===== src/rtl/noise_floor_calibrate_and_listen_assert.svh =====
// Assertion macros for the noise-floor calibration and listen block.
`ifndef NOISE_FLOOR_CALIBRATE_AND_LISTEN_ASSERT_SVH
`define NOISE_FLOOR_CALIBRATE_AND_LISTEN_ASSERT_SVH
`ifndef NO_ASSERTIONS
`define NFCAL_ASSERT_NOW(label, ante, cons, msg) \
   label: assert property (@(posedge clock) disable iff (reset) (ante) |-> (cons)) \
      else $error(msg);
`define NFCAL_ASSERT_NEXT(label, ante, cons, msg) \
   label: assert property (@(posedge clock) disable iff (reset) (ante) |=> (cons)) \
      else $error(msg);
`else
`define NFCAL_ASSERT_NOW(label, ante, cons, msg)
`define NFCAL_ASSERT_NEXT(label, ante, cons, msg)
`endif
`endif


===== src/rtl/nfcal_pkg.sv =====
// Shared types, codes and width helpers for the noise-floor block.
package nfcal_pkg;

   localparam int RSSI_W     = 9;
   localparam int CHAN_W     = 3;
   localparam int LEVEL_W    = 10;
   localparam int THRESH_W   = LEVEL_W + 1;
   localparam int SQUELCH_W  = 7;
   localparam int CSR_ADDR_W = 2;
   localparam int CSR_DATA_W = 32;

   localparam logic CMD_CAL    = 1'b0;
   localparam logic CMD_LISTEN = 1'b1;

   localparam logic [CSR_ADDR_W-1:0] CSR_SQUELCH = 2'd0;

   typedef struct packed {
      logic              kind;
      logic [CHAN_W-1:0] chan;
      logic              save;
   } nfcal_tag_type;

   // At least one calibration sample always survives the trim.
   function automatic int eff_drop(input int cal, input int drop);
      return (drop < cal) ? drop : cal - 1;
   endfunction

   function automatic int sum_width(input int cal, input int listen);
      int most;
      most = (cal > listen) ? cal : listen;
      return $clog2(most * (2 ** (RSSI_W - 1)) + 1) + 1;
   endfunction

endpackage


===== src/rtl/nfcal_ram.sv =====
// Generic single-write, single-read RAM with a registered read port.
module nfcal_ram #(
   parameter int WIDTH = 10,
   parameter int DEPTH = 8,
   localparam int AW = (DEPTH > 1) ? $clog2(DEPTH) : 1
) (
   input  logic             clock,
   input  logic             wr_en,
   input  logic [AW-1:0]    wr_addr,
   input  logic [WIDTH-1:0] wr_data,
   input  logic             rd_en,
   input  logic [AW-1:0]    rd_addr,
   output logic [WIDTH-1:0] rd_data
);

   logic [WIDTH-1:0] mem [DEPTH];
   logic [WIDTH-1:0] rd_data_ff;

   always_ff @(posedge clock) begin
      if (wr_en) begin
         mem[wr_addr] <= wr_data;
      end
   end

   // Read-first: a read and a write to one entry in the same cycle return the old word.
   always_ff @(posedge clock) begin
      if (rd_en) begin
         rd_data_ff <= mem[rd_addr];
      end
   end

   assign rd_data = rd_data_ff;

endmodule


===== src/rtl/nfcal_burst.sv =====
// Burst tracker: running sum, sample count and the largest calibration samples.
module nfcal_burst #(
   parameter int CAL_SAMPLES    = 16,
   parameter int DROP_HIGHEST   = 4,
   parameter int LISTEN_SAMPLES = 4
) (
   input  logic                                    clock,
   input  logic                                    reset,
   input  logic                                    accept,
   input  logic                                    cmd,
   input  logic [nfcal_pkg::CHAN_W-1:0]            chan_index,
   input  logic signed [nfcal_pkg::RSSI_W-1:0]     rssi_dbm,
   input  logic                                    save_floor,
   output logic                                    done,
   output nfcal_pkg::nfcal_tag_type                done_tag,
   output logic signed
      [nfcal_pkg::sum_width(CAL_SAMPLES, LISTEN_SAMPLES)-1:0] done_sum
);
   import nfcal_pkg::*;

   localparam int EFF_DROP    = eff_drop(CAL_SAMPLES, DROP_HIGHEST);
   localparam int KEEP_N      = (EFF_DROP > 0) ? EFF_DROP : 1;
   localparam int KIDX_W      = (KEEP_N > 1) ? $clog2(KEEP_N) : 1;
   localparam int MAX_SAMPLES = (CAL_SAMPLES > LISTEN_SAMPLES) ? CAL_SAMPLES : LISTEN_SAMPLES;
   localparam int CNT_W       = $clog2(MAX_SAMPLES + 1);
   localparam int SUM_W       = sum_width(CAL_SAMPLES, LISTEN_SAMPLES);

   logic [CNT_W-1:0]         count_ff, count_in, seen, target;
   logic signed [SUM_W-1:0]  sum_ff, sum_in, sum_base;
   logic signed [SUM_W-1:0]  kept_sum_ff, kept_sum_in, kept_base;
   logic                     burst_cmd_ff;
   logic [CHAN_W-1:0]        burst_chan_ff;
   logic signed [RSSI_W-1:0] kept_ff [KEEP_N];
   logic signed [RSSI_W-1:0] kept_in [KEEP_N];
   logic signed [RSSI_W-1:0] min_val;
   logic [KIDX_W-1:0]        min_idx;
   logic                     restart, fill, replace;

   // A sample with another command or channel throws away the burst in progress.
   assign restart   = (count_ff == '0) || (cmd != burst_cmd_ff) || (chan_index != burst_chan_ff);
   assign seen      = restart ? '0 : count_ff;
   assign sum_base  = restart ? '0 : sum_ff;
   assign kept_base = restart ? '0 : kept_sum_ff;
   assign sum_in    = sum_base + SUM_W'(rssi_dbm);
   assign count_in  = seen + CNT_W'(1);
   assign target    = (cmd == CMD_LISTEN) ? CNT_W'(LISTEN_SAMPLES) : CNT_W'(CAL_SAMPLES);

   // Lowest-index smallest kept sample is the one that gets replaced.
   always_comb begin
      min_val = kept_ff[0];
      min_idx = '0;
      for (int i = 1; i < KEEP_N; i++) begin
         if (kept_ff[i] < min_val) begin
            min_val = kept_ff[i];
            min_idx = KIDX_W'(i);
         end
      end
   end

   assign fill    = int'(seen) < EFF_DROP;
   assign replace = !fill && (rssi_dbm > min_val);

   always_comb begin
      kept_in     = kept_ff;
      kept_sum_in = kept_base;
      if ((cmd == CMD_CAL) && (EFF_DROP > 0)) begin
         for (int i = 0; i < KEEP_N; i++) begin
            if ((fill && (int'(seen) == i)) || (replace && (int'(min_idx) == i))) begin
               kept_in[i] = rssi_dbm;
            end
         end
         if (fill) begin
            kept_sum_in = kept_base + SUM_W'(rssi_dbm);
         end else if (replace) begin
            kept_sum_in = kept_base + SUM_W'(rssi_dbm) - SUM_W'(min_val);
         end
      end
   end

   assign done     = accept && (count_in >= target);
   assign done_tag = '{kind: cmd, chan: chan_index, save: save_floor};
   assign done_sum = (cmd == CMD_CAL) ? (sum_in - kept_sum_in) : sum_in;

   always_ff @(posedge clock) begin
      if (reset) begin
         count_ff      <= '0;
         sum_ff        <= '0;
         kept_sum_ff   <= '0;
         burst_cmd_ff  <= CMD_CAL;
         burst_chan_ff <= '0;
      end else if (accept) begin
         count_ff      <= (count_in >= target) ? '0 : count_in;
         sum_ff        <= sum_in;
         kept_sum_ff   <= kept_sum_in;
         burst_cmd_ff  <= cmd;
         burst_chan_ff <= chan_index;
      end
   end

   always_ff @(posedge clock) begin
      if (accept) begin
         kept_ff <= kept_in;
      end
   end

endmodule


===== src/rtl/nfcal_scale.sv =====
// Two-stage averager: magnitude times reciprocal, then shift and restore the sign.
module nfcal_scale #(
   parameter int CAL_SAMPLES    = 16,
   parameter int DROP_HIGHEST   = 4,
   parameter int LISTEN_SAMPLES = 4
) (
   input  logic                                    clock,
   input  logic                                    reset,
   input  logic                                    in_valid,
   output logic                                    in_free,
   input  nfcal_pkg::nfcal_tag_type                in_tag,
   input  logic signed
      [nfcal_pkg::sum_width(CAL_SAMPLES, LISTEN_SAMPLES)-1:0] in_sum,
   output logic                                    load_s2,
   output nfcal_pkg::nfcal_tag_type                s1_tag,
   output logic                                    out_valid,
   input  logic                                    out_free,
   output nfcal_pkg::nfcal_tag_type                out_tag,
   output logic signed [nfcal_pkg::LEVEL_W-1:0]    out_avg
);
   import nfcal_pkg::*;

   localparam int SUM_W      = sum_width(CAL_SAMPLES, LISTEN_SAMPLES);
   localparam int MAG_W      = SUM_W - 1;
   localparam int CAL_DIV    = CAL_SAMPLES - eff_drop(CAL_SAMPLES, DROP_HIGHEST);
   localparam int LISTEN_DIV = LISTEN_SAMPLES;
   localparam int DIV_MAX    = (CAL_DIV > LISTEN_DIV) ? CAL_DIV : LISTEN_DIV;
   // With 2^SHIFT above magnitude times divisor, the rounded-up reciprocal is exact.
   localparam int SHIFT      = MAG_W + $clog2(DIV_MAX);
   localparam int RCP_W      = SHIFT + 1;
   localparam int PROD_W     = MAG_W + RCP_W;
   localparam logic [RCP_W-1:0] CAL_RCP =
      RCP_W'(((longint'(1) << SHIFT) + CAL_DIV - 1) / CAL_DIV);
   localparam logic [RCP_W-1:0] LISTEN_RCP =
      RCP_W'(((longint'(1) << SHIFT) + LISTEN_DIV - 1) / LISTEN_DIV);

   logic                    s1_valid_ff, s2_valid_ff;
   nfcal_tag_type           s1_tag_ff, s2_tag_ff;
   logic signed [SUM_W-1:0] s1_sum_ff, sum_abs;
   logic                    s1_neg, s2_neg_ff;
   logic [MAG_W-1:0]        mag;
   logic [RCP_W-1:0]        rcp;
   logic [PROD_W-1:0]       prod, s2_prod_ff;
   logic [LEVEL_W-1:0]      quot;
   logic                    s2_free;

   assign s2_free = !s2_valid_ff || out_free;
   assign in_free = !s1_valid_ff || s2_free;
   assign load_s2 = s1_valid_ff && s2_free;
   assign s1_tag  = s1_tag_ff;

   assign s1_neg  = s1_sum_ff[SUM_W-1];
   assign sum_abs = s1_neg ? -s1_sum_ff : s1_sum_ff;
   assign mag     = sum_abs[MAG_W-1:0];
   assign rcp     = (s1_tag_ff.kind == CMD_LISTEN) ? LISTEN_RCP : CAL_RCP;
   assign prod    = PROD_W'(mag) * PROD_W'(rcp);

   // Dividing the magnitude and negating afterwards truncates toward zero.
   assign quot      = s2_prod_ff[SHIFT +: LEVEL_W];
   assign out_avg   = s2_neg_ff ? -$signed(quot) : $signed(quot);
   assign out_valid = s2_valid_ff;
   assign out_tag   = s2_tag_ff;

   always_ff @(posedge clock) begin
      if (reset) begin
         s1_valid_ff <= 1'b0;
         s2_valid_ff <= 1'b0;
      end else begin
         if (in_free) begin
            s1_valid_ff <= in_valid;
         end
         if (s2_free) begin
            s2_valid_ff <= s1_valid_ff;
         end
      end
   end

   always_ff @(posedge clock) begin
      if (in_valid && in_free) begin
         s1_tag_ff <= in_tag;
         s1_sum_ff <= in_sum;
      end
      if (load_s2) begin
         s2_tag_ff  <= s1_tag_ff;
         s2_neg_ff  <= s1_neg;
         s2_prod_ff <= prod;
      end
   end

endmodule


===== src/rtl/noise_floor_calibrate_and_listen.sv =====
// Noise-floor calibration and clear-channel check: one signal-strength word is
// taken every cycle while req_stall is low, and the burst state (count, sum,
// largest calibration samples) is updated in the cycle a word is taken. The
// word that completes a burst passes the scaling stages and the output register:
// one stage forms the magnitude times a reciprocal of the sample count, the next
// restores the sign, adds squelch, reads the per-channel noise-floor memory and
// writes it back on a saved calibration. Up to three results can wait behind
// a stalled output before req_stall rises. The floor memory reads as zero
// after reset through per-entry valid bits, so no clearing pass is needed.
`include "noise_floor_calibrate_and_listen_assert.svh"

module noise_floor_calibrate_and_listen #(
   parameter int CAL_SAMPLES    = 16,
   parameter int DROP_HIGHEST   = 4,
   parameter int LISTEN_SAMPLES = 4,
   parameter int CHANNELS       = 8
) (
   input  logic                                  clock,
   input  logic                                  reset,
   input  logic                                  req_valid,
   output logic                                  req_stall,
   input  logic                                  req_cmd,
   input  logic [nfcal_pkg::CHAN_W-1:0]          req_chan_index,
   input  logic signed [nfcal_pkg::RSSI_W-1:0]   req_rssi_dbm,
   input  logic                                  req_save_floor,
   output logic                                  rsp_valid,
   input  logic                                  rsp_stall,
   output logic                                  rsp_kind,
   output logic [nfcal_pkg::CHAN_W-1:0]          rsp_out_channel,
   output logic signed [nfcal_pkg::LEVEL_W-1:0]  rsp_level_dbm,
   output logic                                  rsp_channel_clear,
   input  logic                                  csr_psel,
   input  logic                                  csr_penable,
   input  logic                                  csr_pwrite,
   input  logic [nfcal_pkg::CSR_ADDR_W-1:0]      csr_paddr,
   input  logic [nfcal_pkg::CSR_DATA_W-1:0]      csr_pwdata,
   output logic [nfcal_pkg::CSR_DATA_W-1:0]      csr_prdata,
   output logic                                  csr_pready
);
   import nfcal_pkg::*;

   localparam int SUM_W  = sum_width(CAL_SAMPLES, LISTEN_SAMPLES);
   localparam int ADDR_W = (CHANNELS > 1) ? $clog2(CHANNELS) : 1;

   logic                        accept, done, s1_free, load_s2, s2_valid, s2_move, out_free;
   nfcal_tag_type               done_tag, s1_tag, s2_tag;
   logic signed [SUM_W-1:0]     done_sum;
   logic signed [LEVEL_W-1:0]   s2_avg, level, floor_raw, floor_val, ram_rdata;
   logic signed [THRESH_W-1:0]  thresh;
   logic [ADDR_W-1:0]           s2_addr;
   logic                        in_range, clear, ram_we;

   logic signed [SQUELCH_W-1:0] squelch_ff;
   logic [CHANNELS-1:0]         floor_valid_ff;
   logic                        fwd_valid_ff;
   logic [ADDR_W-1:0]           fwd_addr_ff;
   logic signed [LEVEL_W-1:0]   fwd_data_ff;
   logic                        rsp_valid_ff, rsp_kind_ff, rsp_clear_ff;
   logic [CHAN_W-1:0]           rsp_chan_ff;
   logic signed [LEVEL_W-1:0]   rsp_level_ff;

   // Configuration port.
   assign csr_pready = 1'b1;
   assign csr_prdata = (csr_paddr == CSR_SQUELCH) ? CSR_DATA_W'(squelch_ff) : '0;

   always_ff @(posedge clock) begin
      if (reset) begin
         squelch_ff <= '0;
      end else if (csr_psel && csr_penable && csr_pwrite && csr_pready &&
                   (csr_paddr == CSR_SQUELCH)) begin
         squelch_ff <= csr_pwdata[SQUELCH_W-1:0];
      end
   end

   assign req_stall = !s1_free;
   assign accept    = req_valid && !req_stall;

   nfcal_burst #(
      .CAL_SAMPLES   (CAL_SAMPLES),
      .DROP_HIGHEST  (DROP_HIGHEST),
      .LISTEN_SAMPLES(LISTEN_SAMPLES)
   ) u_burst (
      .clock     (clock),
      .reset     (reset),
      .accept    (accept),
      .cmd       (req_cmd),
      .chan_index(req_chan_index),
      .rssi_dbm  (req_rssi_dbm),
      .save_floor(req_save_floor),
      .done      (done),
      .done_tag  (done_tag),
      .done_sum  (done_sum)
   );

   nfcal_scale #(
      .CAL_SAMPLES   (CAL_SAMPLES),
      .DROP_HIGHEST  (DROP_HIGHEST),
      .LISTEN_SAMPLES(LISTEN_SAMPLES)
   ) u_scale (
      .clock    (clock),
      .reset    (reset),
      .in_valid (done),
      .in_free  (s1_free),
      .in_tag   (done_tag),
      .in_sum   (done_sum),
      .load_s2  (load_s2),
      .s1_tag   (s1_tag),
      .out_valid(s2_valid),
      .out_free (out_free),
      .out_tag  (s2_tag),
      .out_avg  (s2_avg)
   );

   // The floor is read as the result moves into the last stage and is held there.
   nfcal_ram #(
      .WIDTH(LEVEL_W),
      .DEPTH(CHANNELS)
   ) u_floor_ram (
      .clock  (clock),
      .wr_en  (ram_we),
      .wr_addr(s2_addr),
      .wr_data(level),
      .rd_en  (load_s2),
      .rd_addr(ADDR_W'(s1_tag.chan)),
      .rd_data(ram_rdata)
   );

   assign out_free = !rsp_valid_ff || !rsp_stall;
   assign s2_move  = s2_valid && out_free;
   assign s2_addr  = ADDR_W'(s2_tag.chan);
   assign in_range = int'(s2_tag.chan) < CHANNELS;

   // The last write is forwarded, since it may land in the cycle of the read.
   assign floor_raw = (fwd_valid_ff && (fwd_addr_ff == s2_addr)) ? fwd_data_ff : ram_rdata;
   assign floor_val = (in_range && floor_valid_ff[s2_addr]) ? floor_raw : '0;

   assign level  = (s2_tag.kind == CMD_CAL) ? (s2_avg + LEVEL_W'(squelch_ff)) : s2_avg;
   assign thresh = THRESH_W'(floor_val) + THRESH_W'(squelch_ff);
   assign clear  = (s2_tag.kind == CMD_LISTEN) && (THRESH_W'(s2_avg) < thresh);
   assign ram_we = s2_move && (s2_tag.kind == CMD_CAL) && s2_tag.save && in_range;

   always_ff @(posedge clock) begin
      if (reset) begin
         floor_valid_ff <= '0;
         fwd_valid_ff   <= 1'b0;
      end else if (ram_we) begin
         floor_valid_ff[s2_addr] <= 1'b1;
         fwd_valid_ff            <= 1'b1;
      end
   end

   always_ff @(posedge clock) begin
      if (ram_we) begin
         fwd_addr_ff <= s2_addr;
         fwd_data_ff <= level;
      end
   end

   // Output register.
   always_ff @(posedge clock) begin
      if (reset) begin
         rsp_valid_ff <= 1'b0;
      end else if (s2_move) begin
         rsp_valid_ff <= 1'b1;
      end else if (!rsp_stall) begin
         rsp_valid_ff <= 1'b0;
      end
   end

   always_ff @(posedge clock) begin
      if (s2_move) begin
         rsp_kind_ff  <= s2_tag.kind;
         rsp_chan_ff  <= s2_tag.chan;
         rsp_level_ff <= level;
         rsp_clear_ff <= clear;
      end
   end

   assign rsp_valid         = rsp_valid_ff;
   assign rsp_kind          = rsp_kind_ff;
   assign rsp_out_channel   = rsp_chan_ff;
   assign rsp_level_dbm     = rsp_level_ff;
   assign rsp_channel_clear = rsp_clear_ff;

   `NFCAL_ASSERT_NEXT(a_result_lands, s2_move, rsp_valid_ff, "finished result did not reach the output")
   `NFCAL_ASSERT_NOW(a_no_overwrite, rsp_valid_ff && rsp_stall, !s2_move, "stalled output word overwritten")
   `NFCAL_ASSERT_NOW(a_cal_not_clear, rsp_valid_ff && (rsp_kind_ff == CMD_CAL), !rsp_clear_ff, "calibration result flagged clear")
   `NFCAL_ASSERT_NOW(a_listen_range, rsp_valid_ff && (rsp_kind_ff == CMD_LISTEN), (rsp_level_ff >= -10'sd256) && (rsp_level_ff <= 10'sd255), "listen average outside sample range")

endmodule

===== config.mk =====
export PLATFORM = sky130hd
export DESIGN_NAME = noise_floor_calibrate_and_listen
export DESIGN_NICKNAME = d
export VERILOG_FILES = /design/src/rtl/nfcal_pkg.sv /design/src/rtl/nfcal_ram.sv /design/src/rtl/nfcal_burst.sv /design/src/rtl/nfcal_scale.sv /design/src/rtl/noise_floor_calibrate_and_listen.sv
export VERILOG_INCLUDE_DIRS = /design/src /design/src/rtl
export SDC_FILE = /design/constraint.sdc
export NUM_CORES = 1
export LEC_CHECK = 0
export BUFFER_PORTS_ARGS = -buffer_cell sky130_fd_sc_hd__buf_2
export CORE_MARGIN = 2
export CORE_UTILIZATION = 61
export DETAILED_ROUTE_END_ITERATION = 8
export HOLD_SLACK_MARGIN = 0.15
export PLACE_DENSITY_LB_ADDON = 0.1
export SYNTH_ARGS = -nofsm -noshare
export SYNTH_HDL_FRONTEND = slang
export SYNTH_SLANG_ARGS = --single-unit

===== constraint.sdc =====
create_clock -name clock -period 12.5 [get_ports clock]
set_input_delay 0.625 -clock clock [delete_from_list [all_inputs] [get_ports clock]]
set_output_delay 0.625 -clock clock [all_outputs]
set_load 0.05 [all_outputs]

==> metrics.md, run 1 <==
| Metric | Value |
|---|---|
| Buffers on Ports | 78 |
| CORE AREA | about 0.028 mm² |
| CP max stage cell | nor2_1 |
| Post-synth top area share | about a third |
| Gates resized, CTS repair | 0 |
| Htree depth | 1 |
| Worst r2r path cells | between 40 and 50 |
| F_max | slightly above 90 MHz |
| Setup TNS Final | 0 ps |
| Yosys reg bits | roughly 250 |
| Synth Flop Type | edfxtp_1 |
| RSZ-0062 raised after global routing | no |
| Most used standard cell by instance count after synthesis | ha_1 |
| DRT antenna net count | 0 |
| Synth Instances | ~1600 |
| Final min period | around 11000 ps |
| Reg2reg end | u_scale.s1_sum_ff[12] |
| Part of the cycle the worst path needs | between 80 and 90% |
| WHS | roughly 330 ps |
| IO Count | about 110 |
| Complex-gate fraction of the synthesized area | around 11% |
| Slew @ Worst Pin | approximately 1200 ps |
| Xor and xnor area share after synthesis | 4.71% |
| Fin. Hold Viols | 0 |
| Die area | 0.0297 mm² |
| Detail Placement HPWL | around 27000 µm |
| Max VDD drop | 0.116 mV |
| Synth area leader | edfxtp_1 |
| Ys async rst share | 0% |
| Power Density | 129 mW/mm² |
| Area Overhead vs Synth | 9.13% |
| Worst Setup EP | u_scale.s1_sum_ff[12] |
| Syn Std Cell Area | 0.0173 mm² |
| DIE HEIGHT | 172 µm |
| Proportion of synthesized area in mux cells | a little under 6% |
| Routed via count | 11901 |
| Initial antenna violation count | 0 |
| Post-route insts no fill | about 2100 |
| Cell count along the critical path | 45 |
| CTS clk-pin slew, worst paths | roughly 60 ps |
| Crit. End Element | flip-flop |
| Clock Sinks | between 200 and 250 |
| Status | completed |
| Metal1 wirelength | 15600 µm |
| Relative slew slack | 20.4% |
| Crit path launch | u_burst.kept_ff[25] |
| Ant diodes | 0 |
| Postcts setup bufs | 0 |
| Synth cell types | 73 |
| Initial Utilization | between 60% and 70% |
| Detailed Route Iter0 Violations | 718 |
| CP Class | reg2reg |
| Fill count | 2096 |
| Register area share after synthesis | 39.3% |
| Commonest cells post-synth | ha_1 (198), edfxtp_1 (189), nor2_1 (165) |
| Synth Area in Adders | 21.3% |
| Number of enable flip-flop cells after synthesis | ~190 |
| Post-Syn Area per Cell | around 11 µm² |
| Largest family of logic cells by synthesized area | adder cells |
| Top layer in use | met4 |
| R2r setup slk | 1480 ps |
| Setup WS pre-CTS | 1630 ps |
| RR Startpoint | u_burst.kept_ff[25] |
| TritonCTS clock tree | built |
| Top cells by area, synth | edfxtp_1 (33%), ha_1 (14%), fa_1 (7.0%), dfxtp_1 (6.5%), nor2_1 (3.6%) |
| Min-Delay Path Class | in2reg |
| # setup viols final | 0 |
| Yosys warnings | 0 |
| DRT Pass-1 Iters | 4 |
| Gpl congestion | a little under 0.9 |
| Setup ws final | about 1500 ps |
| Metal2 WL | ~18000 µm |
| DR WL met3 | ~1700 µm |
| Leakage dissipation | slightly above 8 nW |
| Clock Path Buffers | 3 |
| Routed WL | 36500 µm |
| Hold depth | 3 |
| Crit path DAT | between 10000 and 15000 ps |
| Crit Path Max Fanout | 18 |
| DR WL/cell | ~17 µm |
| Total gr overflow | 0 |
| Fin nets | 2012 |
| Largest stage delay on the critical path | between 700 and 800 ps |
| Final count of pins violating max slew | 0 |
| Layout cells sized above 1 | 11.6% |
| Die Width | 172 µm |
| Vias in the first global route | 11630 |
| Worst EP required | roughly 13000 ps |
| Largest net degree at the start of global routing | 58 |
| Num CTS Buffers | 27 |
| CP startpoint kind | flip-flop |
| Core Rows | 61 |
| CP dominant cell by count | o21ai_0 |
| Post-Synth Simple-Gate Area | a little under an eighth |
| Cell count after placement | 2048 |
| First-pass GRT wire length | about 60000 µm |
| MaxCap Viol Count | 0 |
| Crit-path leading delay family | compound AO/OA/AOI/OAI gates |
| Root Driver | clkbuf_16 |
| Tot GR Track Use | around 26% |
| DRC Markers | 0 |
| Vias/cell | ~5.7 |
| Worst setup skew after layout | around 13 ps |
| Bufs and invs on worst path | 1 |
| Worst-Skew Late Latency | 540 ps |
| Hold Buf Count CTS | 0 |
## per-layer routing
metal	global-route usage, %	vias up
met5	0	-
met2	45.3	260
li1	-	5891
met3	3.80	69
met1	32.5	5681
met4	7.45	0
## layout make-up
cell class | count | area, µm² | area share (%)
inverters | 158 | 593 | 3.15
multi-input cells | 1170 | 9540 | 50.6
clock inverters | 18 | 201 | 1.07
flip-flops and latches | 245 | 6800 | 36.0
repair buffers | 97 | 533 | 2.83
well taps | 378 | 473 | 2.51
clock buffers | 32 | 714 | 3.79
## worst reg2reg max path: cells and delay by family (launching register included)
kind	cells	cell delay, ps
xor+xnor	1	150
compound gates	28	5600
simple gates	7	2010
flops	1	400
buf+inv	1	90
fa+ha+maj	6	1670
mux	2	800
## placed cells by master, fill, tap and decap left out, types with 22 or more instances in the layout
cell type and count:
a21o_1 22, a21oi_1 88, and2_1 36, buf_2 78, clkbuf_16 27, dfxtp_1 56
edfxtp_1 189, fa_1 60, ha_1 198, inv_1 158, mux2_2 24, mux2i_1 31
nand2_1 129, nor2_1 163, o21ai_0 49, xnor2_1 66, xor2_1 27
## per-stage QoR
| step | area (µm²) | power, mW | util [%] |
|---|---|---|---|
| after floorplan | 17300 | 1.49 | - |
| after global placement | 17900 | 1.62 | 64.4 |
| after detailed placement | 17900 | 1.64 | 64.4 |
| after CTS | 18900 | 2.46 | 67.7 |
| after global routing | 18900 | 2.59 | 67.7 |
| final | 18900 | 2.44 | 67.7 |
## cells by family (layout without fill, tap and decap cells)
logic type / after synthesis / in the layout
adder cells (fa/ha/maj): 258 / 258
multiplexers: 75 / 75
other: 2 / 4
XOR/XNOR: 93 / 93
flip-flops: 245 / 245
AND/OR/NAND/NOR: 439 / 439
AO/OA/AOI/OAI: 301 / 301
buffers and inverters: 228 / 305
## flip-flops by register name, indices dropped and copies added (netlist names), 14 cells and up
register and cells:
u_burst.kept_ff 36, u_floor_ram.mem 80, u_burst.kept_sum_ff 14, u_scale.s1_sum_ff 14, u_burst.sum_ff 14
## power by group
group          switching (mW)  internal (mW)  total, mW  leakage [nW]
clock network           0.325          0.491      0.816         0.440
logic                   0.386          0.302      0.688          5.64
registers              0.0141          0.920      0.934          2.17
total                   0.725           1.71       2.44          8.25
## worst min-delay path by stage
stage / from / end
finish: csr_pwdata[6] / squelch_ff[6]
global route: req_save_floor / u_scale.s1_tag[0]
global placement: u_scale.s1_tag[0] / u_scale.out_tag[0]
floorplan: u_scale.s1_tag[0] / u_scale.out_tag[0]
CTS: req_save_floor / u_scale.s1_tag[0]
detailed placement: u_scale.s1_tag[0] / u_scale.out_tag[0]
Power figures use the tool's default switching activity.
==> run 2: changes to the inputs <==
--- a/config.mk
+++ b/config.mk
@@ -9,6 +9,7 @@
 export BUFFER_PORTS_ARGS = -buffer_cell sky130_fd_sc_hd__buf_2
 export CORE_MARGIN = 2
 export CORE_UTILIZATION = 61
+export CTS_BUF_LIST = sky130_fd_sc_hd__clkbuf_16
 export DETAILED_ROUTE_END_ITERATION = 8
 export HOLD_SLACK_MARGIN = 0.15
 export PLACE_DENSITY_LB_ADDON = 0.1
==> metrics.md, run 2 (synthesis gave the netlist of run 1 again) <==
| Metric | Value |
|---|---|
| Status | completed (unchanged) |
| Layout cells sized above 1 | 11.5% (was 11.6%) |
| First-pass GRT wire length | 58900 µm (about the same) |
| Worst EP required | 12750 ps (about the same) |
| Fill count | 2102 (was 2096) |
| TritonCTS clock tree | built (unchanged) |
| Initial antenna violation count | 0 (unchanged) |
| Routed WL | 36500 µm (about the same) |
| Power Density | 129 mW/mm² (about the same) |
| Vias/cell | 5.67 (about the same) |
| Core Rows | 61 (unchanged) |
| Final count of pins violating max slew | 0 (unchanged) |
| F_max | 90.4 MHz (was 90.8 MHz) |
| IO Count | 105 (unchanged) |
| Ant diodes | 0 (unchanged) |
| CP max stage cell | nor2_1 (unchanged) |
| Setup TNS Final | 0 ps (unchanged) |
| Clock Path Buffers | 3 (unchanged) |
| Detail Placement HPWL | 27200 µm (unchanged) |
| R2r setup slk | 1440 ps (was 1480 ps) |
| Die Width | 172 µm (unchanged) |
| Largest stage delay on the critical path | 710 ps (was 720 ps) |
| CP Class | reg2reg (unchanged) |
| Initial Utilization | 62.0% (unchanged) |
| RSZ-0062 raised after global routing | no (unchanged) |
| Gpl congestion | 0.889 (unchanged) |
| Num CTS Buffers | 27 (unchanged) |
| Crit path DAT | 11320 ps (was 11270 ps) |
| MaxCap Viol Count | 0 (unchanged) |
| Seq. cell area | 0.00680 mm² (unchanged) |
| Total gr overflow | 0 (unchanged) |
| Fin. Hold Viols | 0 (unchanged) |
| Detailed Route Iter0 Violations | 762 (was 718) |
| Largest net degree at the start of global routing | 58 (unchanged) |
| Leading cell type in the layout, fill and taps excluded | ha_1 (unchanged) |
| Hold depth | 3 (unchanged) |
| DIE HEIGHT | 172 µm (unchanged) |
| Max VDD drop | 0.115 mV (was 0.116 mV) |
| Vias in the first global route | 11646 (was 11630) |
| Htree depth | 1 (unchanged) |
| Fin nets | 2012 (unchanged) |
| Multi-input gate area | 0.00954 mm² (unchanged) |
| Root Driver | clkbuf_16 (unchanged) |
| Crit Path Max Fanout | 18 (unchanged) |
| Buffers on Ports | 78 (unchanged) |
| Util after Layout | 67.6% (was 67.7%) |
| Final min period | 11060 ps (was 11020 ps) |
| Crit. End Element | flip-flop (unchanged) |
| Clock Sinks | 245 (unchanged) |
| DRT Pass-1 Iters | 5 (was 4) |
| DRT antenna net count | 0 (unchanged) |
| CTS clk-pin slew, worst paths | 60 ps (about the same) |
| CP dominant cell by count | o21ai_0 (unchanged) |
| Gates resized, CTS repair | 0 (unchanged) |
| DRC Markers | 0 (unchanged) |
| Routed via count | 11904 (was 11901) |
| Worst setup skew after layout | 12.1 ps (was 13.4 ps) |
| Regs by FF count | u_floor_ram.mem: 80 flops, u_burst.kept_ff: 36 flops (unchanged) |
| Leakage dissipation | 8.25 nW (about the same) |
| Min-Delay Path Class | in2reg (unchanged) |
| CP startpoint kind | flip-flop (unchanged) |
| CORE AREA | 0.0279 mm² (unchanged) |
| Worst r2r path cells | 45 (unchanged) |
| Postcts setup bufs | 0 (unchanged) |
| Power Total | 2.42 mW (was 2.44 mW) |
| Relative slew slack | 19.4% (was 20.4%) |
| Most flops, register | u_floor_ram.mem (unchanged) |
| Tot GR Track Use | 25.5% (about the same) |
| Area Overhead vs Synth | 9.02% (was 9.13%) |
| Most frequent cells in the layout | ha_1 (198), edfxtp_1 (189), nor2_1 (163) (unchanged) |
| # setup viols final | 0 (unchanged) |
| Die area | 0.0297 mm² (unchanged) |
| Max reg flops | 80 (unchanged) |
| WHS | 328 ps (was 327 ps) |
| Worst-Skew Late Latency | 540 ps (about the same) |
| Hold Buf Count CTS | 0 (unchanged) |
| Slew @ Worst Pin | 1200 ps (was 1180 ps) |
| Part of the cycle the worst path needs | 88.5% (was 88.1%) |
| DR WL/cell | 17.4 µm (about the same) |
## run 2: per-layer routing
metal / GRT usage, % / part of all wire, % / vias up
met1: 32.5 / 43 / 5690
met3: 3.80 / 4.4 / 68
met4: 7.45 / 2.7 / 0
met2: 45.4 / 50 / 254
li1: - / - / 5892
met5: 0 / 0 / -
## run 2: cell type report
class | instances | share of cell area [%]
multi-input cells | 1170 | 50.7
clock buffers | 27 | 3.59
repair buffers | 97 | 2.83
clock inverters | 23 | 1.17
flip-flops and latches | 245 | 36.1
well taps | 378 | 2.51
inverters | 158 | 3.15
## run 2: worst max-delay path: cells and delay by family, from the launching register on
family                   cells  cell delay [ps]
multiplexers                 2              780
AO/OA/AOI/OAI               28             5600
AND/OR/NAND/NOR              7             2000
buffers and inverters        1               90
XOR/XNOR                     1              160
adder cells (fa/ha/maj)      6             1690
flip-flops                   1              390
## run 2: worst paths after layout
check                            from                    end
setup reg to reg  u_burst.kept_ff[25]  u_scale.s1_sum_ff[12]
hold / removal          csr_pwdata[6]          squelch_ff[6]
setup / recovery  u_burst.kept_ff[25]  u_scale.s1_sum_ff[12]
hold reg to reg     u_scale.s1_tag[0]     u_scale.out_tag[0]
## run 2: stage by stage
step / instance area, µm² / setup WS (ps) / instances
after floorplan: 17300 / 3120 / 1643
after CTS: 18800 / 1500 / 2098
after global placement: 17900 / 1920 / 2048
final: 18800 / 1440 / 2098
after detailed placement: 17900 / 1630 / 2048
after global routing: 18800 / 417 / 2098
## run 2: power breakdown
| group | total (mW) | internal (mW) | switching [mW] |
|---|---|---|---|
| clock network | 0.800 | 0.476 | 0.323 |
| logic | 0.688 | 0.302 | 0.386 |
| registers | 0.934 | 0.920 | 0.0142 |
| total | 2.42 | 1.70 | 0.724 |
==> run 3: changes to the inputs <==
--- a/config.mk
+++ b/config.mk
@@ -6,12 +6,13 @@
 export SDC_FILE = /design/constraint.sdc
 export NUM_CORES = 1
 export LEC_CHECK = 0
+export ABC_AREA = 1
 export BUFFER_PORTS_ARGS = -buffer_cell sky130_fd_sc_hd__buf_2
 export CORE_MARGIN = 2
 export CORE_UTILIZATION = 61
 export CTS_BUF_LIST = sky130_fd_sc_hd__clkbuf_16
 export DETAILED_ROUTE_END_ITERATION = 8
-export HOLD_SLACK_MARGIN = 0.15
+export HOLD_SLACK_MARGIN = 0.1
 export PLACE_DENSITY_LB_ADDON = 0.1
 export SYNTH_ARGS = -nofsm -noshare
 export SYNTH_HDL_FRONTEND = slang
==> metrics.md, run 3 <==
| Metric | Value |
|---|---|
| Routed WL | 37800 µm (was 36500 µm) |
| Hold Buf Count CTS | 0 (unchanged) |
| Yosys warnings | 0 (unchanged) |
| Relative slew slack | 24.2% (was 19.4%) |
| Largest stage delay on the critical path | 400 ps (was 710 ps) |
| Root Driver | clkbuf_16 (unchanged) |
| First-pass GRT wire length | 62400 µm (was 58900 µm) |
| Largest net degree at the start of global routing | 43 (was 58) |
| Register area share after synthesis | 38.7% (was 39.3%) |
| Worst EP required | 12810 ps (was 12750 ps) |
| Routed via count | 13276 (was 11904) |
| CP startpoint kind | flip-flop (unchanged) |
| Crit. End Element | flip-flop (unchanged) |
| Min-Delay Path Class | in2reg (unchanged) |
| Core Rows | 62 (was 61) |
| F_max | 96.5 MHz (was 90.4 MHz) |
| Top cells by area, synth | edfxtp_1 (32%), ha_1 (14%), fa_1 (6.8%), inv_1 (6.7%), dfxtp_1 (6.4%) (was edfxtp_1 (33%), ha_1 (14%), fa_1 (7.0%), dfxtp_1 (6.5%), nor2_1 (3.6%)) |
| Crit-path leading delay family | compound AO/OA/AOI/OAI gates (unchanged) |
| Worst-Skew Late Latency | 560 ps (was 540 ps) |
| Clock power share | 32.6% (was 33.0%) |
| Synth Flop Type | edfxtp_1 (unchanged) |
| Htree depth | 1 (unchanged) |
| Gates resized, CTS repair | 0 (unchanged) |
| Seq pwr share | 41.2% (was 38.6%) |
| Number of enable flip-flop cells after synthesis | 189 (unchanged) |
| Buffers on Ports | 78 (unchanged) |
| Max VDD drop | 0.0955 mV (was 0.115 mV) |
| Syn Std Cell Area | 0.0176 mm² (was 0.0173 mm²) |
| Post-Syn Area per Cell | 8.96 µm² (was 10.5 µm²) |
| Synth cell types | 57 (was 73) |
| Vias/cell | 5.51 (was 5.67) |
| Regs by FF count | u_floor_ram.mem: 80 flops, u_burst.kept_ff: 36 flops (unchanged) |
| DP Area | 0.0181 mm² (was 0.0179 mm²) |
| Leakage dissipation | 8.68 nW (was 8.25 nW) |
| Fin. Hold Viols | 0 (unchanged) |
| Fin nets | 2316 (was 2012) |
| Yosys reg bits | 245 (unchanged) |
| Gpl congestion | 0.903 (was 0.889) |
| DR WL/cell | 15.7 µm (was 17.4 µm) |
| CP max stage cell | o21ai_0 (was nor2_1) |
| Crit Path Max Fanout | 19 (was 18) |
| Most used standard cell by instance count after synthesis | inv_1 (was ha_1) |
| Layout cells sized above 1 | 8.15% (was 11.5%) |
| Leading cell type in the layout, fill and taps excluded | inv_1 (was ha_1) |
| DRT antenna net count | 0 (unchanged) |
| Bufs and invs on worst path | 8 (was 1) |
| Initial Utilization | 61.5% (was 62.0%) |
| Slew @ Worst Pin | 1140 ps (was 1200 ps) |
| CP dominant cell by count | nand2_1 (was o21ai_0) |
| Most flops, register | u_floor_ram.mem (unchanged) |
| Detailed Route Iter0 Violations | 865 (was 762) |
| Final min period | 10360 ps (was 11060 ps) |
| DRC Markers | 0 (unchanged) |
| Seq. cell area | 0.00680 mm² (unchanged) |
| Total gr overflow | 0 (unchanged) |
| CORE AREA | 0.0285 mm² (was 0.0279 mm²) |
| Switching share of power | 31.0% (was 29.9%) |
| MaxCap Viol Count | 0 (unchanged) |
| Net switching power figure | 0.697 mW (was 0.724 mW) |
| Util after Layout | 66.3% (was 67.6%) |
| CP Class | reg2reg (unchanged) |
| Combinational Power Share | 26.2% (was 28.4%) |
| Max reg flops | 80 (unchanged) |
| Clock Path Buffers | 3 (unchanged) |
| Detail Placement HPWL | 28500 µm (was 27200 µm) |
| TritonCTS clock tree | built (unchanged) |
| Synth Instances | 1959 (was 1641) |
| Status | completed (unchanged) |
| Most frequent cells in the layout | inv_1 (318), nand2_1 (233), nor2_1 (206) (was ha_1 (198), edfxtp_1 (189), nor2_1 (163)) |
| Die area | 0.0301 mm² (was 0.0297 mm²) |
| Multi-input gate area | 0.00919 mm² (was 0.00954 mm²) |
| Setup TNS Final | 0 ps (unchanged) |
| Tot GR Track Use | 25.4% (was 25.5%) |
| Synth area leader | edfxtp_1 (unchanged) |
| RSZ-0062 raised after global routing | no (unchanged) |
| Clock Sinks | 245 (unchanged) |
| Fill count | 2409 (was 2102) |
| Int Power | 1.55 mW (was 1.70 mW) |
| Crit path DAT | 10670 ps (was 11320 ps) |
| Num CTS Buffers | 27 (unchanged) |
| CTS clk-pin slew, worst paths | 60 ps (about the same) |
| Power Density | 119 mW/mm² (was 129 mW/mm²) |
| # setup viols final | 0 (unchanged) |
| DRT Pass-1 Iters | 7 (was 5) |
| Area Overhead vs Synth | 7.87% (was 9.02%) |
| Vias in the first global route | 12794 (was 11646) |
| Final count of pins violating max slew | 0 (unchanged) |
| Commonest cells post-synth | inv_1 (311), nand2_1 (233), nor2_1 (207) (was ha_1 (198), edfxtp_1 (189), nor2_1 (165)) |
| Ys async rst share | 0% (unchanged) |
| DIE HEIGHT | 174 µm (was 172 µm) |
| Part of the cycle the worst path needs | 82.9% (was 88.5%) |
| IO Count | 105 (unchanged) |
| Die Width | 174 µm (was 172 µm) |
| Initial antenna violation count | 1 (was 0) |
| Postcts setup bufs | 0 (unchanged) |
| Worst setup skew after layout | 19.6 ps (was 12.1 ps) |
| Design Area, Final | 0.0189 mm² (was 0.0188 mm²) |
| Post-synth top area share | 32.3% (was 32.9%) |
## run 3: power by group through the flow
stage	Sequential (mW)	Combinational [mW]	Clock, mW
after floorplan	0.941	0.450	0
after global placement	0.942	0.561	0
after detailed placement	0.942	0.582	0
after CTS	0.925	0.589	0.746
after global routing	0.927	0.682	0.779
final	0.925	0.587	0.733
## run 3: cell families (layout without fill, tap and decap cells)
group / count (synthesis) / in the layout / share of synthesized area (%)
AND/OR/NAND/NOR: 561 / 561 / 13.8
AO/OA/AOI/OAI: 421 / 421 / 13.3
buffers and inverters: 390 / 453 / 8.99
adder cells (fa/ha/maj): 258 / 258 / 21.0
flip-flops: 245 / 245 / 38.7
XOR/XNOR: 81 / 81 / 4.13
other: 2 / 5 / 0.0428
multiplexers: 1 / 1 / 0.0642
## run 3: metal layers
metal | track usage [%] | part of all wire [%] | vias up
met5 | 0 | 0 | -
met4 | 7.14 | 2.6 | 0
met3 | 2.41 | 4.3 | 60
met2 | 45.0 | 49 | 300
met1 | 33.5 | 44 | 6255
li1 | - | - | 6661
## run 3: per-stage QoR
step | std cells | setup WS [ps] | power [mW] | hold slack, ps
floorplan | 1961 | 3720 | 1.39 | 400
global placement | 2358 | 2530 | 1.50 | 442
detailed placement | 2358 | 2280 | 1.52 | 454
CTS | 2408 | 2170 | 2.26 | 232
global route | 2409 | 937 | 2.39 | 236
finish | 2409 | 2140 | 2.25 | 255
## run 3: path summary, 6_finish.rpt
check | start | end | slack, ps | cells after the start
worst max-delay path | u_burst.kept_ff[26] | u_scale.s1_sum_ff[13] | 2140 | 62
worst min-delay path | req_save_floor | u_scale.s1_tag[0] | 260 | 1
worst max register to register | u_burst.kept_ff[26] | u_scale.s1_sum_ff[13] | 2140 | 62
worst min register to register | floor_valid_ff[3] | floor_valid_ff[3] | 460 | 2
## run 3: cell type report
cell class | count | share of cell area (%)
antenna | 1 | 0.0132
sequential | 245 | 35.9
clock buffer | 28 | 3.70
timing repair buffer | 87 | 2.42
tap | 384 | 2.54
inverter | 316 | 6.27
clock inverter | 22 | 0.641
multi-input combinational | 1326 | 48.5
